--- src/rtl/cmc_pkg.sv ---
// Shared types, constants and fixed-point helpers for the color model converter.
// Used by cmc_div and color_model_convert; depends on nothing else.
`default_nettype none

package cmc_pkg;

  typedef enum logic [2:0] {
    MODEL_GREY = 3'd0,
    MODEL_RGB  = 3'd1,
    MODEL_HSL  = 3'd2,
    MODEL_HSV  = 3'd3,
    MODEL_CMYK = 3'd4
  } model_t;

  typedef logic [24:0] q24_t;

  localparam q24_t        QONE       = 25'h100_0000;
  localparam logic [15:0] HUE_FULL   = 16'd36000;
  localparam logic [15:0] HUE_SECTOR = 16'd6000;
  // floor(2^40 / 375), used to form floor(rem * 2^24 / 6000).
  localparam logic [31:0] SEC_RECIP  = 32'd2932031007;
  localparam int          DIV_DEN_W  = 25;
  localparam int          DIV_QUO_W  = 16;

  // ceil(x * 2^24 / 65535)
  function automatic q24_t q_in(input logic [15:0] x);
    logic [24:0] y;
    logic [8:0]  qt;
    logic [16:0] rem;
    logic        corr;
    y    = {1'b0, x, 8'd0} + 25'd65534;
    qt   = y[24:16];
    rem  = {1'b0, y[15:0]} + {8'd0, qt};
    corr = (rem >= 17'd65535);
    return {1'b0, x, 8'd0} + {16'd0, qt} + {24'd0, corr};
  endfunction

  // floor(clamp(v, 0, 1) * 65535)
  function automatic logic [15:0] out16(input logic [26:0] v);
    logic [42:0] p;
    p = {v, 16'd0} - {16'd0, v};
    if (v >= {2'b0, QONE}) begin
      return 16'hFFFF;
    end
    return p[39:24];
  endfunction

  function automatic q24_t mulq(input q24_t a, input q24_t b);
    logic [49:0] p;
    p = a * b;
    return p[48:24];
  endfunction

  // n * 65535 as a divider numerator.
  function automatic logic [40:0] rnum(input q24_t n);
    return {n, 16'd0} - {16'd0, n};
  endfunction

endpackage

`default_nettype wire

--- src/rtl/cmc_div.sv ---
// Pipelined restoring divider, one quotient bit per register stage.
// Uses cmc_pkg for its default widths; the caller keeps valid bits alongside.
`default_nettype none

module cmc_div
  import cmc_pkg::*;
#(
  parameter int DEN_W = DIV_DEN_W,
  parameter int QUO_W = DIV_QUO_W
) (
  input  wire logic                   clk,
  input  wire logic                   en,
  input  wire logic [DEN_W+QUO_W-1:0] num,
  input  wire logic [DEN_W-1:0]       den,
  output logic      [QUO_W-1:0]       quo
);

  localparam int NUM_W = DEN_W + QUO_W;

  logic [DEN_W-1:0] rem_in [QUO_W];
  logic [QUO_W-1:0] low_in [QUO_W];
  logic [QUO_W-1:0] quo_in [QUO_W];
  logic [DEN_W-1:0] den_in [QUO_W];
  logic [DEN_W-1:0] rem_r  [QUO_W-1];
  logic [QUO_W-1:0] low_r  [QUO_W-1];
  logic [DEN_W-1:0] den_r  [QUO_W-1];
  logic [QUO_W-1:0] quo_r  [QUO_W];

  for (genvar s = 0; s < QUO_W; s++) begin : g_stage
    logic [DEN_W:0] sh;
    logic           ge;

    if (s == 0) begin : g_first
      assign rem_in[s] = num[NUM_W-1:QUO_W];
      assign low_in[s] = num[QUO_W-1:0];
      assign quo_in[s] = '0;
      assign den_in[s] = den;
    end else begin : g_next
      assign rem_in[s] = rem_r[s-1];
      assign low_in[s] = low_r[s-1];
      assign quo_in[s] = quo_r[s-1];
      assign den_in[s] = den_r[s-1];
    end

    assign sh = {rem_in[s], low_in[s][QUO_W-1]};
    assign ge = (sh >= {1'b0, den_in[s]});

    always_ff @(posedge clk) begin
      if (en) begin
        quo_r[s] <= {quo_in[s][QUO_W-2:0], ge};
      end
    end

    if (s < QUO_W - 1) begin : g_carry
      logic [DEN_W:0] diff;
      assign diff = sh - {1'b0, den_in[s]};
      always_ff @(posedge clk) begin
        if (en) begin
          rem_r[s] <= ge ? diff[DEN_W-1:0] : sh[DEN_W-1:0];
          low_r[s] <= {low_in[s][QUO_W-2:0], 1'b0};
          den_r[s] <= den_in[s];
        end
      end
    end
  end

  assign quo = quo_r[QUO_W-1];

endmodule

`default_nettype wire
--- config.mk ---
export PLATFORM = sky130hd
export DESIGN_NAME = cmc_div
export DESIGN_NICKNAME = d
export VERILOG_FILES = /design/src/rtl/cmc_pkg.sv /design/src/rtl/cmc_div.sv
export SDC_FILE = /design/constraint.sdc
export NUM_CORES = 2
export LEC_CHECK = 0
export BUFFER_PORTS_ARGS = -buffer_cell sky130_fd_sc_hd__buf_4
export CAP_MARGIN = 0
export CORE_MARGIN = 8
export CORE_UTILIZATION = 50
export CTS_BUF_LIST = sky130_fd_sc_hd__clkbuf_8
export DETAILED_ROUTE_END_ITERATION = 12
export PLACE_DENSITY = 0.68
export SYNTH_ARGS = -nofsm -noshare
export SYNTH_HDL_FRONTEND = slang
export SYNTH_SLANG_ARGS = --single-unit
--- constraint.sdc ---
create_clock -name clk -period 3.3 [get_ports clk]
set_clock_uncertainty 0.2 [all_clocks]
set_input_delay 0.495 -clock clk [delete_from_list [all_inputs] [get_ports clk]]
set_output_delay 0.495 -clock clk [all_outputs]
set_load 0.02 [all_outputs]
==> impl_metrics.py <==
metrics = {
    "min_path": {
        "min_to": "quo_r[0][0]",
        "hold_class": "input pin to flip-flop",
        "min_from": "num[40]",
        "hold_depth": 6,
    },
    "sta": {
        "setup_slack_ns": -0.154,
        "slew_viol_final": 0,
        "maxSlewHeadroom_pct": 45.7,
        "max_freq_ghz": 0.290,
        "fin_crit_ns": 3.45,
        "tns_ns": -9.72,
        "period_share_pct": 105,
        "worstMarginPinSlew_ns": 0.814,
        "rsz0062_at_grt": "yes",
        "setup_viol": 107,
        "final_hold_viol_count": 0,
    },
    "logic_synthesis": {
        "ys_seq_elements": 1006,
        "ys_seq_area_share_pct": 55.1,
        "synth.distinct_cells": 94,
        "yosysWarnings": 0,
        "syn-num-nets": 5121,
        "synth_common_cells": "1006 x edfxtp_1, 497 x inv_1, 400 x ha_1, 378 x a21oi_1, 283 x nor2_1",
        "synth_area_sq_um": 54800,
        "synth-edff-count": 1006,
        "ys.flop_type": "edfxtp_1",
        "syn_avg_cell_area_sq_um": 11.8,
        "syn_inst": 4638,
        "ys_async_sr_fraction_pct": 0,
        "synth_top_area_cell": "edfxtp_1",
        "synth_area_leaders": "edfxtp_1 55%, ha_1 9.1%, mux2_2 3.7%",
        "yosysMostFrequentCell": "edfxtp_1",
        "synth_top_area_share_pct": 55.1,
    },
    "global_route": {
        "grt_pass1_vias": 38500,
        "grt_max_degree": 127,
        "track_usage_pct": 20.3,
        "overflow": 0,
        "antenna_found_initial": 1,
        "grt_pass1_wl_um": 198000,
    },
    "floorplan": {
        "die_w_um": 347,
        "ioPinCount": 84,
        "start_util_pct": 50.3,
        "die_area_sq_um": 120000,
        "core-area_sq_um": 109000,
        "rows": 121,
        "die_y_um": 347,
    },
    "cts": {
        "clockBufferDepth": 3,
        "cts_max_level": 4,
        "cts_inserted_buffers": 169,
        "cts-root-buf": "clkbuf_8",
        "cts_tree": "yes",
        "cts.sinks": 1006,
        "clk_pin_slew_ns": 0.06,
        "clock_latency_ns": 0.86,
    },
    "run_status": {
        "status": "complete, but fails checks",
        "violations": "setup timing",
    },
    "worst_setup_path": {
        "r2r-start": "low_r[7][14]",
        "critPathLaunch": "low_r[7][14]",
        "crit_path_end_kind": "flip-flop",
        "critPathMaxFanout": 7,
        "arrival_ns": 3.85,
        "reg2regPathDepth": 12,
        "rr_endpoint": "rem_r[1][15]",
        "cp-start-kind": "flip-flop",
        "r2r_slack_ns": -0.15,
        "required_ns": 3.70,
        "critPathKind": "flip-flop to flip-flop",
    },
    "placement": {
        "numPortBuffers": 83,
        "dp_hpwl_um": 93600,
        "gp_routability_congestion": 0.968,
        "place_ws_ns": -0.329,
        "numPlacedInstances": 6495,
    },
    "final_layout": {
        "area_growth_pct": 21.7,
        "final_layout_size_suffix_gt1_share_pct": 22.9,
        "final_core_util_pct": 61.3,
        "nNetsFinal": 5882,
        "instances_no_fill": 6946,
    },
    "power_and_ir_drop": {
        "p_int_uw": 40900,
        "power_density_nw_per_um2": 969,
        "p_leak_uw": 0.0278,
        "seq_power_share_pct": 32.4,
        "p_comb_share_pct": 51.5,
        "p_sw_uw": 23800,
        "p_sw_share_pct": 36.8,
        "p_clk_share_pct": 16.1,
        "worst_ir_drop_vdd_uv": 434,
    },
    "routing": {
        "drcViolationCount": 0,
        "drt_iter0_drc": 2135,
        "post_drt_wl_per_cell_um": 18.4,
        "drtPass1Iterations": 6,
        "vias": 38100,
        "via_per_inst": 5.49,
        "drt-total-wl_um": 128000,
        "ant_nets": 0,
    },
    "run": {
        "cap_viol_max_count": 0,
    },
}
-- power groups by stage --
| stage | clock network, uW | logic (uW) | registers (uW) |
|---|---|---|---|
| floorplan | 0 | 20500 | 19900 |
| global placement | 0 | 29000 | 21000 |
| detailed placement | 0 | 29400 | 21000 |
| CTS | 10800 | 31200 | 20800 |
| global route | 11300 | 36400 | 21200 |
| finish | 10400 | 33300 | 20900 |
-- cells by family after synthesis --
kind of cell	after synthesis	synth area share [%]
adder cells (fa/ha/maj)	415	9.68
XOR/XNOR	305	4.87
flip-flops	1006	55.1
AND/OR/NAND/NOR	954	8.28
buffers and inverters	588	4.17
multiplexers	206	4.26
AO/OA/AOI/OAI	1164	13.6
-- worst max path at each step --
stage               slack [ns]            end  cells past startpoint
floorplan                0.004  rem_r[1][142]                     13
global placement         -0.30   rem_r[1][92]                     13
detailed placement       -0.33   rem_r[1][97]                     13
CTS                      -0.25   rem_r[1][78]                     13
global route             -0.27   rem_r[1][77]                     13
finish                   -0.15   rem_r[1][15]                     12
-- layout make-up --
type	count	area (sq um)
Fill cell	8632	42200
Clock buffer	170	2340
Inverter	497	1870
Sequential cell	1006	30200
Multi-Input combinational cell	3044	23700
Antenna cell	1	2.50
Clock inverter	133	802
Timing Repair Buffer	681	6010
Tap cell	1414	1770
-- worst max-delay path, stage by stage (launching register included) --
cell and delay (ns):
edfxtp_1 0.38, inv_1 0.08, ha_2 0.18, inv_2 0.04
fa_2 0.34, a21oi_2 0.19, o21bai_1 0.09, a21o_1 0.19
o41a_1 0.49, a31oi_4 0.24, a41oi_4 0.24, clkbuf_16 0.25
mux2_4 0.29
-- cell usage in the layout (no fill, tap or decap), drive strengths merged, types with 19 or more instances in the layout --
cell,n
a211oi,40
o21a,47
a31oi,47
dlygate4sd3,66
ha,400
and3,31
o21ai,243
nor3,51
mux2,192
nor2b,33
nand2,275
o211ai,36
nor2,283
a21o,143
o31ai,25
a31o,19
nand3,66
inv,571
buf,608
xor2,119
a21oi,378
nand4,67
clkinv,53
clkbuf,177
xnor2,186
edfxtp,1006
nand2b,48
o21bai,26
-- metrics by stage --
step	instance area, sq um	total power (uW)	hold WS, ns
after floorplan	54900	40400	0.200
after global placement	60700	50000	0.200
after detailed placement	60700	50500	0.205
after CTS	65300	62800	0.0495
after global routing	66700	68800	0.111
final	66700	64600	0.141
-- repair_timing --
item	4_1_cts	5_1_grt
pin swaps	26	69
endpoints found under the hold margin	120	0
buffers inserted	28	45
gates cloned	7	10
endpoints found under the setup margin	261	305
hold buffers	66	0
resized for setup	127	244
-- state kept, by name, summed over array words and instances, names as in the netlist --
name and cells:
den_r 375, rem_r 375, quo_r 136, low_r 120
-- layer usage --
layer  vias to the layer above  global-route usage [%]  routed length [um]
met5                         -                       0                   0
met1                     18200                    21.8               48800
met2                       848                    39.0               68700
met4                         0                    8.86                5510
met3                       323                    3.12                4850
li1                      18800                       -                   -
No activity file was read; power rests on OpenSTA's default activity.
